===== src/rtl/core/tsh_pkg.sv =====
// ----------------------------------------------------------------------------
// tsh_pkg
// Shared types, constants and helpers for the TCP/IPv4 segment header builder.
// ----------------------------------------------------------------------------
`default_nettype none

package tsh_pkg;

  // segment cut length and derived widths
  localparam int SEG_BYTES = 512;
  localparam int CNT_W     = $clog2(SEG_BYTES + 1);
  localparam int LEN_W     = 10;

  // header word sequencing
  localparam int HDR_WORDS = 10;
  localparam int IDX_W     = $clog2(HDR_WORDS);
  localparam int SUM_STEPS = 14;
  localparam int STEP_W    = $clog2(SUM_STEPS);

  // descriptor queue
  localparam int Q_DEPTH = 4;
  localparam int Q_PTR_W = $clog2(Q_DEPTH);

  // configuration port
  localparam int CFG_IDX_W = 3;

  // fixed header fields
  localparam logic [7:0]  IP_VER_IHL    = 8'h45;
  localparam logic [7:0]  IP_TTL        = 8'd123;
  localparam logic [7:0]  IP_PROTO_TCP  = 8'h06;
  localparam logic [3:0]  TCP_DATA_OFF  = 4'd5;
  localparam logic [15:0] TCP_WINDOW    = 16'd400;
  localparam logic [15:0] HDR_BYTES     = 16'd40;
  localparam logic [15:0] TCP_HDR_BYTES = 16'd20;

  // register indexes
  typedef enum logic [CFG_IDX_W-1:0] {
    REG_SRC_ADDR = 3'd0,
    REG_DST_ADDR = 3'd1,
    REG_SRC_PORT = 3'd2,
    REG_DST_PORT = 3'd3,
    REG_SEQ_BASE = 3'd4,
    REG_ACK_NUM  = 3'd5,
    REG_PKT_ID   = 3'd6,
    REG_FLAGS    = 3'd7
  } cfg_idx_t;

  // configuration register file
  typedef struct packed {
    logic [31:0] source_address;
    logic [31:0] destination_address;
    logic [15:0] source_port;
    logic [15:0] destination_port;
    logic [31:0] sequence_base;
    logic [31:0] acknowledge_number;
    logic [15:0] packet_id;
    logic [7:0]  tcp_flags;
  } cfg_t;

  // one closed segment handed from front to back
  typedef struct packed {
    logic [15:0]      sum;
    logic [CNT_W-1:0] len;
    logic [15:0]      offset;
  } desc_t;

  // back-end sequencer states
  typedef enum logic [1:0] {
    BK_IDLE,
    BK_CALC,
    BK_EMIT
  } bk_state_t;

  // ones'-complement add with end-around carry
  function automatic logic [15:0] oc_add(input logic [15:0] a, input logic [15:0] b);
    logic [16:0] s;
    s = {1'b0, a} + {1'b0, b};
    return s[15:0] + {15'd0, s[16]};
  endfunction

endpackage

`default_nettype wire


===== src/rtl/core/tcp_segment_header_builder.sv =====
// ----------------------------------------------------------------------------
// tcp_segment_header_builder
// Cuts a payload byte stream into segments and emits the IPv4 and TCP
// headers of each segment as ten 32-bit words in network order.
// ----------------------------------------------------------------------------
// The input side takes one payload byte per cycle while the descriptor queue
// is not full; the payload checksum is one 16-bit end-around add per byte
// pair. Each closed segment leaves a descriptor in a four-entry queue. The
// back end takes a descriptor, folds the two header checksums one word per
// cycle, then emits the header words as the output register frees; with
// full-length segments the byte input runs at full rate, and a run of very
// short segments backs up into full. Results sit in an output register, so
// the input keeps moving while a word waits for pop. Registers are written
// through cfg_valid/cfg_ready (always ready) by the user only while the block
// is idle; the block does not enforce it. No clearing pass follows reset.
// ----------------------------------------------------------------------------
`default_nettype none

module tcp_segment_header_builder (
  input  wire logic                             clk,
  input  wire logic                             rst,
  // payload side
  input  wire logic                             push,
  output logic                                  full,
  input  wire logic [7:0]                       payload_byte,
  input  wire logic                             buffer_end,
  // header side
  output logic                                  empty,
  input  wire logic                             pop,
  output logic [31:0]                           header_word,
  output logic                                  header_last,
  output logic [tsh_pkg::LEN_W-1:0]             segment_length,
  // configuration
  input  wire logic                             cfg_valid,
  output logic                                  cfg_ready,
  input  wire logic [tsh_pkg::CFG_IDX_W-1:0]    cfg_index,
  input  wire logic [31:0]                      cfg_data
);

  tsh_pkg::cfg_t  cfg;
  tsh_pkg::desc_t front_desc;
  tsh_pkg::desc_t q_desc;
  logic           desc_push;
  logic           q_full;
  logic           q_empty;
  logic           q_pop;

  assign cfg_ready = 1'b1;

  // configuration registers
  always_ff @(posedge clk) begin
    if (rst) begin
      cfg <= '0;
    end else if (cfg_valid && cfg_ready) begin
      case (tsh_pkg::cfg_idx_t'(cfg_index))
        tsh_pkg::REG_SRC_ADDR: cfg.source_address      <= cfg_data;
        tsh_pkg::REG_DST_ADDR: cfg.destination_address <= cfg_data;
        tsh_pkg::REG_SRC_PORT: cfg.source_port         <= cfg_data[15:0];
        tsh_pkg::REG_DST_PORT: cfg.destination_port    <= cfg_data[15:0];
        tsh_pkg::REG_SEQ_BASE: cfg.sequence_base       <= cfg_data;
        tsh_pkg::REG_ACK_NUM:  cfg.acknowledge_number  <= cfg_data;
        tsh_pkg::REG_PKT_ID:   cfg.packet_id           <= cfg_data[15:0];
        tsh_pkg::REG_FLAGS:    cfg.tcp_flags           <= cfg_data[7:0];
        default: ;
      endcase
    end
  end

  // byte intake and segmentation
  tsh_front u_front (
    .clk          (clk),
    .rst          (rst),
    .push         (push),
    .full         (full),
    .payload_byte (payload_byte),
    .buffer_end   (buffer_end),
    .desc_push    (desc_push),
    .desc         (front_desc),
    .q_full       (q_full)
  );

  // descriptor queue
  tsh_fifo u_fifo (
    .clk     (clk),
    .rst     (rst),
    .wr_en   (desc_push),
    .wr_data (front_desc),
    .q_full  (q_full),
    .rd_en   (q_pop),
    .rd_data (q_desc),
    .q_empty (q_empty)
  );

  // checksum and header word output
  tsh_back u_back (
    .clk            (clk),
    .rst            (rst),
    .cfg            (cfg),
    .desc           (q_desc),
    .q_empty        (q_empty),
    .q_pop          (q_pop),
    .empty          (empty),
    .pop            (pop),
    .header_word    (header_word),
    .header_last    (header_last),
    .segment_length (segment_length)
  );

endmodule

`default_nettype wire


===== src/rtl/core/tsh_front.sv =====
// ----------------------------------------------------------------------------
// tsh_front
// Accepts payload bytes, keeps the payload checksum and segment count, and
// pushes one descriptor for every closed segment.
// ----------------------------------------------------------------------------
`default_nettype none

module tsh_front (
  input  wire logic            clk,
  input  wire logic            rst,
  input  wire logic            push,
  output logic                 full,
  input  wire logic [7:0]      payload_byte,
  input  wire logic            buffer_end,
  output logic                 desc_push,
  output tsh_pkg::desc_t       desc,
  input  wire logic            q_full
);

  logic [15:0]               sum;
  logic [tsh_pkg::CNT_W-1:0] count;
  logic [15:0]               offset;
  logic [7:0]                held;
  logic                      odd;

  logic                      accept;
  logic [tsh_pkg::CNT_W-1:0] cnt_inc;
  logic                      close;
  logic [15:0]               word;
  logic [15:0]               sum_next;

  assign full   = q_full;
  assign accept = push && !q_full;

  // close on full segment or buffer end
  assign cnt_inc = count + tsh_pkg::CNT_W'(1);
  assign close   = (cnt_inc >= tsh_pkg::CNT_W'(tsh_pkg::SEG_BYTES)) || buffer_end;

  // pair with held byte, or pad a lone final byte with zero
  assign word     = odd ? {held, payload_byte} : {payload_byte, 8'h00};
  assign sum_next = tsh_pkg::oc_add(sum, word);

  assign desc_push  = accept && close;
  assign desc.sum    = sum_next;
  assign desc.len    = cnt_inc;
  assign desc.offset = offset;

  // running state
  always_ff @(posedge clk) begin
    if (rst) begin
      sum    <= '0;
      count  <= '0;
      offset <= '0;
      held   <= '0;
      odd    <= 1'b0;
    end else if (accept) begin
      if (close) begin
        sum    <= '0;
        count  <= '0;
        held   <= '0;
        odd    <= 1'b0;
        offset <= buffer_end ? 16'd0 : offset + 16'(cnt_inc);
      end else begin
        count <= cnt_inc;
        if (odd) begin
          sum  <= sum_next;
          held <= '0;
          odd  <= 1'b0;
        end else begin
          held <= payload_byte;
          odd  <= 1'b1;
        end
      end
    end
  end

endmodule

`default_nettype wire


===== src/rtl/core/tsh_fifo.sv =====
// ----------------------------------------------------------------------------
// tsh_fifo
// Short descriptor queue between the front and back ends.
// ----------------------------------------------------------------------------
`default_nettype none

module tsh_fifo (
  input  wire logic             clk,
  input  wire logic             rst,
  input  wire logic             wr_en,
  input  wire tsh_pkg::desc_t   wr_data,
  output logic                  q_full,
  input  wire logic             rd_en,
  output tsh_pkg::desc_t        rd_data,
  output logic                  q_empty
);

  tsh_pkg::desc_t              mem [tsh_pkg::Q_DEPTH];
  logic [tsh_pkg::Q_PTR_W-1:0] wr_ptr;
  logic [tsh_pkg::Q_PTR_W-1:0] rd_ptr;
  logic [tsh_pkg::Q_PTR_W:0]   fill;

  logic do_wr;
  logic do_rd;

  assign q_full  = (fill == (tsh_pkg::Q_PTR_W+1)'(tsh_pkg::Q_DEPTH));
  assign q_empty = (fill == '0);
  assign do_wr   = wr_en && !q_full;
  assign do_rd   = rd_en && !q_empty;
  assign rd_data = mem[rd_ptr];

  // storage
  always_ff @(posedge clk) begin
    if (do_wr) begin
      mem[wr_ptr] <= wr_data;
    end
  end

  // pointers and fill level
  always_ff @(posedge clk) begin
    if (rst) begin
      wr_ptr <= '0;
      rd_ptr <= '0;
      fill   <= '0;
    end else begin
      if (do_wr) wr_ptr <= wr_ptr + tsh_pkg::Q_PTR_W'(1);
      if (do_rd) rd_ptr <= rd_ptr + tsh_pkg::Q_PTR_W'(1);
      if (do_wr && !do_rd) begin
        fill <= fill + (tsh_pkg::Q_PTR_W+1)'(1);
      end else if (do_rd && !do_wr) begin
        fill <= fill - (tsh_pkg::Q_PTR_W+1)'(1);
      end
    end
  end

endmodule

`default_nettype wire


===== src/rtl/core/tsh_back.sv =====
// ----------------------------------------------------------------------------
// tsh_back
// Takes one segment descriptor at a time, folds the IPv4 and TCP checksums
// one word per cycle, then streams the ten header words through an output
// register.
// ----------------------------------------------------------------------------
`default_nettype none

module tsh_back (
  input  wire logic                       clk,
  input  wire logic                       rst,
  input  wire tsh_pkg::cfg_t              cfg,
  input  wire tsh_pkg::desc_t             desc,
  input  wire logic                       q_empty,
  output logic                            q_pop,
  output logic                            empty,
  input  wire logic                       pop,
  output logic [31:0]                     header_word,
  output logic                            header_last,
  output logic [tsh_pkg::LEN_W-1:0]       segment_length
);

  tsh_pkg::bk_state_t         state;
  tsh_pkg::bk_state_t         state_next;
  tsh_pkg::desc_t             cur;
  logic [31:0]                seq;
  logic [15:0]                ip_sum;
  logic [15:0]                tcp_sum;
  logic [tsh_pkg::STEP_W-1:0] step;
  logic [tsh_pkg::IDX_W-1:0]  idx;
  logic                       out_valid;

  logic        calc_en;
  logic        load_word;
  logic        out_free;
  logic        last_step;
  logic        last_idx;
  logic [15:0] ip_w;
  logic [15:0] tcp_w;
  logic [15:0] total_len;
  logic [15:0] tcp_len;
  logic [31:0] word;

  assign out_free  = !out_valid || pop;
  assign last_step = (step == tsh_pkg::STEP_W'(tsh_pkg::SUM_STEPS - 1));
  assign last_idx  = (idx == tsh_pkg::IDX_W'(tsh_pkg::HDR_WORDS - 1));
  assign total_len = tsh_pkg::HDR_BYTES + 16'(cur.len);
  assign tcp_len   = tsh_pkg::TCP_HDR_BYTES + 16'(cur.len);

  // next state
  always_comb begin
    state_next = state;
    case (state)
      tsh_pkg::BK_IDLE: if (!q_empty) state_next = tsh_pkg::BK_CALC;
      tsh_pkg::BK_CALC: if (last_step) state_next = tsh_pkg::BK_EMIT;
      tsh_pkg::BK_EMIT: if (out_free && last_idx) state_next = tsh_pkg::BK_IDLE;
      default:          state_next = tsh_pkg::BK_IDLE;
    endcase
  end

  // control outputs
  always_comb begin
    q_pop     = 1'b0;
    calc_en   = 1'b0;
    load_word = 1'b0;
    case (state)
      tsh_pkg::BK_IDLE: q_pop     = !q_empty;
      tsh_pkg::BK_CALC: calc_en   = 1'b1;
      tsh_pkg::BK_EMIT: load_word = out_free;
      default: ;
    endcase
  end

  // IPv4 header words; order does not matter to a ones'-complement sum
  always_comb begin
    case (step)
      4'd0:    ip_w = {tsh_pkg::IP_VER_IHL, 8'h00};
      4'd1:    ip_w = total_len;
      4'd2:    ip_w = cfg.packet_id;
      4'd3:    ip_w = {tsh_pkg::IP_TTL, tsh_pkg::IP_PROTO_TCP};
      4'd4:    ip_w = cfg.source_address[31:16];
      4'd5:    ip_w = cfg.source_address[15:0];
      4'd6:    ip_w = cfg.destination_address[31:16];
      4'd7:    ip_w = cfg.destination_address[15:0];
      default: ip_w = 16'h0000;
    endcase
  end

  // pseudo header and TCP header words
  always_comb begin
    case (step)
      4'd0:    tcp_w = cfg.source_address[31:16];
      4'd1:    tcp_w = cfg.source_address[15:0];
      4'd2:    tcp_w = cfg.destination_address[31:16];
      4'd3:    tcp_w = cfg.destination_address[15:0];
      4'd4:    tcp_w = {8'h00, tsh_pkg::IP_PROTO_TCP};
      4'd5:    tcp_w = tcp_len;
      4'd6:    tcp_w = cfg.source_port;
      4'd7:    tcp_w = cfg.destination_port;
      4'd8:    tcp_w = seq[31:16];
      4'd9:    tcp_w = seq[15:0];
      4'd10:   tcp_w = cfg.acknowledge_number[31:16];
      4'd11:   tcp_w = cfg.acknowledge_number[15:0];
      4'd12:   tcp_w = {tsh_pkg::TCP_DATA_OFF, 4'h0, cfg.tcp_flags};
      4'd13:   tcp_w = tsh_pkg::TCP_WINDOW;
      default: tcp_w = 16'h0000;
    endcase
  end

  // header word select
  always_comb begin
    case (idx)
      4'd0:    word = {tsh_pkg::IP_VER_IHL, 8'h00, total_len};
      4'd1:    word = {cfg.packet_id, 16'h0000};
      4'd2:    word = {tsh_pkg::IP_TTL, tsh_pkg::IP_PROTO_TCP, ~ip_sum};
      4'd3:    word = cfg.source_address;
      4'd4:    word = cfg.destination_address;
      4'd5:    word = {cfg.source_port, cfg.destination_port};
      4'd6:    word = seq;
      4'd7:    word = cfg.acknowledge_number;
      4'd8:    word = {tsh_pkg::TCP_DATA_OFF, 4'h0, cfg.tcp_flags, tsh_pkg::TCP_WINDOW};
      4'd9:    word = {~tcp_sum, 16'h0000};
      default: word = 32'h0000_0000;
    endcase
  end

  // control registers
  always_ff @(posedge clk) begin
    if (rst) begin
      state     <= tsh_pkg::BK_IDLE;
      step      <= '0;
      idx       <= '0;
      out_valid <= 1'b0;
    end else begin
      state <= state_next;
      if (q_pop)   step <= '0;
      if (calc_en) step <= step + tsh_pkg::STEP_W'(1);
      if (calc_en && last_step) idx <= '0;
      if (load_word) idx <= idx + tsh_pkg::IDX_W'(1);
      if (load_word) begin
        out_valid <= 1'b1;
      end else if (pop) begin
        out_valid <= 1'b0;
      end
    end
  end

  // descriptor capture and checksum accumulation
  always_ff @(posedge clk) begin
    if (q_pop) begin
      cur     <= desc;
      seq     <= cfg.sequence_base + {16'h0000, desc.offset};
      ip_sum  <= 16'h0000;
      tcp_sum <= desc.sum;
    end
    if (calc_en) begin
      ip_sum  <= tsh_pkg::oc_add(ip_sum, ip_w);
      tcp_sum <= tsh_pkg::oc_add(tcp_sum, tcp_w);
    end
  end

  // output register
  always_ff @(posedge clk) begin
    if (load_word) begin
      header_word    <= word;
      header_last    <= last_idx;
      segment_length <= tsh_pkg::LEN_W'(cur.len);
    end
  end

  assign empty = !out_valid;

endmodule

`default_nettype wire


===== config.mk =====
export PLATFORM = sky130hd
export DESIGN_NAME = tcp_segment_header_builder
export DESIGN_NICKNAME = d
export VERILOG_FILES = /design/src/rtl/core/tsh_pkg.sv /design/src/rtl/core/tcp_segment_header_builder.sv /design/src/rtl/core/tsh_front.sv /design/src/rtl/core/tsh_fifo.sv /design/src/rtl/core/tsh_back.sv
export SDC_FILE = /design/constraint.sdc
export NUM_CORES = 1
export LEC_CHECK = 0
export ABC_AREA = 1
export BUFFER_PORTS_ARGS = -buffer_cell sky130_fd_sc_hd__clkbuf_2
export CORE_ASPECT_RATIO = 1.25
export CORE_UTILIZATION = 65
export CTS_CLUSTER_SIZE = 30
export DETAILED_ROUTE_END_ITERATION = 7
export HOLD_SLACK_MARGIN = 0.08
export MAX_ROUTING_LAYER = met4
export PLACE_DENSITY = 0.86
export SLEW_MARGIN = 10
export SYNTH_ARGS = -nofsm -noshare
export SYNTH_HDL_FRONTEND = slang
export SYNTH_HIERARCHICAL = 1
export SYNTH_SLANG_ARGS = --single-unit

===== constraint.sdc =====
create_clock -name clk -period 11.31 [get_ports clk]
set_input_delay 2.262 -clock clk [delete_from_list [all_inputs] [get_ports clk]]
set_output_delay 2.262 -clock clk [all_outputs]
set_load 0.02 [all_outputs]

==> out/qor.csv <==
metric;value;unit
final_cells;4401;
synth_xor_xnor_area_share;1.96;%
drt_iter0_drc;3154;
synth-seq-cells;540;
cp_slowest_stage_delay;730;ps
die_h;240;um
min_path_type;reg2reg;
via_per_inst;6.28;
core_area;0.0450;sq mm
num_rows;87;
synth_ff_type;edfxtp_1;
path_clk_slew;70;ps
grt_pass1_vias;25700;
placed_area;0.0303;sq mm
hold_viol_final;0;
wl_met1;36200;um
cts_tree;done;
insertion_delay;640;ps
drt_wl_total;104000;um
gp_congestion;1.15;
r2r_start;u_back/step[0];
yosysSeqAreaShare;46.2;%
synth_compound_area_share;12.4;%
nets;3921;
min_from;u_front/held[4];
skew;19.7;ps
vias;27700;
max_freq;176;MHz
total_leakage_power;13.2;nW
place_inst;4293;
cp_data_required_time;11690;ps
cts-root-buf;clkbuf_16;
ant_nets;0;
ctsResizeCount;0;
rsz0062_at_grt;false;
worstMarginPinSlew;1270;ps
cts_setup_buffers;0;
maxSlewHeadroom;15.0;%
cp.arrival;6070;ps
critical_path.most_common_cell;nand2_1;
dieArea;0.0463;sq mm
syn2layout_area_growth;8.77;%
cp_slowest_cell;clkinv_1;
ys_warn_count;6;
post-route-period-util;50.2;%
synth_fa_ha_area_share;4.55;%
syn_avg_cell_area;7.91;sq um
synth_top_family_by_area;simple AND/OR/NAND/NOR gates;
synthArstFlopShare;0;%
violations;DRC;
syn_inst;3736;
setup_tns;0;ps
synthSimpleGateAreaFrac;26.9;%
routedWlPerCell;23.7;um
drtPass1Iterations;8;
highest_layer;met4;
ir_drop;0.142;mV
setup_viol;0;
r2r-end;u_back/tcp_sum[12];
netlist_area;0.0296;sq mm
grt_max_degree;97;
grtUsageTotal;47.2;%
outcome;finished, violations left;
synth.net_count;3889;
min_period;5680;ps
die_w;193;um
wl_met3;11600;um
initial_core_util;65.8;%
maxCapViolations;0;
critPathKind;reg2reg;
cts_hold_buf;0;
grt_pass1_wl;155000;um
critPathLaunchType;flip-flop;
stdcell_area;0.0322;sq mm
clock_tree.buffer_depth;3;
power_density;204;mW/mm^2
overflow;0;
cts_sinks;540;
cts_buffers;51;
hpwl;71400;um
critPathMaxFanout;10;
worst_hold_path.endpoint;u_front/held[4];
hold_slack;465;ps
antenna_found_initial;13;
ff2ff_path_depth;30;
slew_violations;0;
met2WireLength;47900;um
synthMuxAreaShare;0;%
endpoint_kind;flip-flop;
ctsHtreeMaxLevel;2;
reg2reg_slack;5630;ps
synth_edf_count;285;
synth.distinct_cells;70;
power;6.57;mW
hold_depth;2;
drive_gt1_share;9.16;%
drc;21;
ios;95;
io_buffers;93;
-- worst max-delay path by stage --
stage	end	cells after the start	from	slack [ps]
finish	u_back/tcp_sum[12]	30	u_back/step[0]	5630
global route	u_back/tcp_sum[12]	30	u_back/step[0]	5380
CTS	u_back/tcp_sum[12]	28	u_back/step[0]	5880
detailed placement	u_fifo/mem[1][40]	23	payload_byte[0]	5900
global placement	u_fifo/mem[0][40]	20	payload_byte[3]	5990
floorplan	u_fifo/mem[0][0]	6	push	6100
-- logic make-up (layout without fill, tap and decap cells) --
| group | count (synthesis) | in the layout |
|---|---|---|
| xor+xnor | 63 | 63 |
| simple gates | 1864 | 1864 |
| flops | 540 | 540 |
| compound gates | 591 | 591 |
| fa+ha+maj | 104 | 104 |
| other cells | 1 | 13 |
| buf+inv | 573 | 648 |
-- Yosys cell counts, types with 4 or more instances --
library cell	count	area (sq um)
nand3_2	4	40.0
o22ai_1	113	707
xnor2_1	17	149
buf_6	12	135
o21ai_0	142	711
o21ai_1	24	120
edfxtp_1	285	8560
clkinv_1	5	18.8
fa_1	6	120
nand3_1	298	1490
a21oi_2	5	43.8
buf_1	12	45.0
nor2_1	610	2290
o211ai_1	13	97.6
o21a_1	5	37.5
o221ai_1	8	70.1
buf_2	55	275
inv_2	14	52.6
o21bai_1	6	45.0
ha_1	98	1230
dfxtp_1	255	5100
or2_2	6	37.5
clkbuf_1	63	236
a221oi_1	71	622
buf_4	8	60.1
a21oi_1	147	736
nand2_2	34	213
a31oi_1	4	25.0
o2111ai_1	21	184
nand3b_1	7	52.6
nand4_1	23	144
nor2_2	22	138
inv_1	402	1510
and2_1	8	50.1
nand2_1	798	3000
nor3_1	23	115
a211oi_1	9	67.6
nor2_4	12	135
xor2_1	44	385
-- placed cells by master, fill, tap and decap left out, drive strengths merged, types with 4 or more instances in the layout --
cell type,instances
a211oi,9
a21oi,152
a221oi,71
a31oi,4
and2,8
buf,36
bufinv,6
clkbuf,161
clkinv,24
dfxtp,255
diode,12
edfxtp,285
fa,6
ha,98
inv,419
nand2,836
nand3,303
nand3b,7
nand4,25
nor2,645
nor3,27
nor4,4
o2111ai,21
o211ai,13
o21a,5
o21ai,169
o21bai,6
o221ai,8
o22ai,113
or2,7
xnor2,17
xor2,46
-- state kept, by name, summed over array words and instances (netlist names), 2 cells and up, named ones only --
signal,count
cfg,184
u_fifo/mem,168
u_back/header_word,32
u_back/seq,32
u_back/ip_sum,16
u_back/tcp_sum,16
u_front/offset,16
u_front/sum,16
u_back/cur,10
u_back/segment_length,10
u_front/count,10
u_front/held,8
u_back/idx,4
u_back/step,4
u_fifo/fill,3
u_back/state,2
u_fifo/rd_ptr,2
u_fifo/wr_ptr,2
-- per-layer routing --
layer | vias to the layer above | GRT usage (%)
met1 | 12800 | 52.4
met4 | 0 | 33.1
li1 | 12600 | -
met2 | 1819 | 72.6
met5 | - | -
met3 | 506 | 13.8
-- critical path, delay by kind of cell, from the launching register on --
family,cells,cell delay [ps]
AOI/OAI and AO/OA,5,850
adders and majority gates,4,840
buffers and inverters,5,1050
DFF,1,370
and+or+nand+nor,16,2320
-- report_power, final --
part | internal [mW] | switching [mW] | leakage [nW] | total, mW
Combinational | 0.563 | 1.48 | 7.55 | 2.04
Sequential | 2.40 | 0.302 | 4.74 | 2.70
Clock | 1.04 | 0.795 | 0.875 | 1.83
Total | 4.00 | 2.57 | 13.2 | 6.57
-- area by class of cell --
| cell class | count | area [sq um] |
|---|---|---|
| Sequential cell | 540 | 13700 |
| Multi-Input combinational cell | 2623 | 13600 |
| Fill cell | 3466 | 12800 |
| Inverter | 423 | 1600 |
| Clock buffer | 68 | 1430 |
| Timing Repair Buffer | 129 | 736 |
| Tap cell | 578 | 723 |
| Clock inverter | 28 | 349 |
| Antenna cell | 12 | 30.0 |
-- through the flow --
step           setup WS, ps  utilization (%)
6_report               5630             71.5
5_1_grt                5380             71.5
4_1_cts                5880             71.5
3_5_place_dp           5900             67.5
3_3_place_gp           5990             67.5
2_1_floorplan          6100                -
Note: power is estimated with default switching activity, not from simulation.
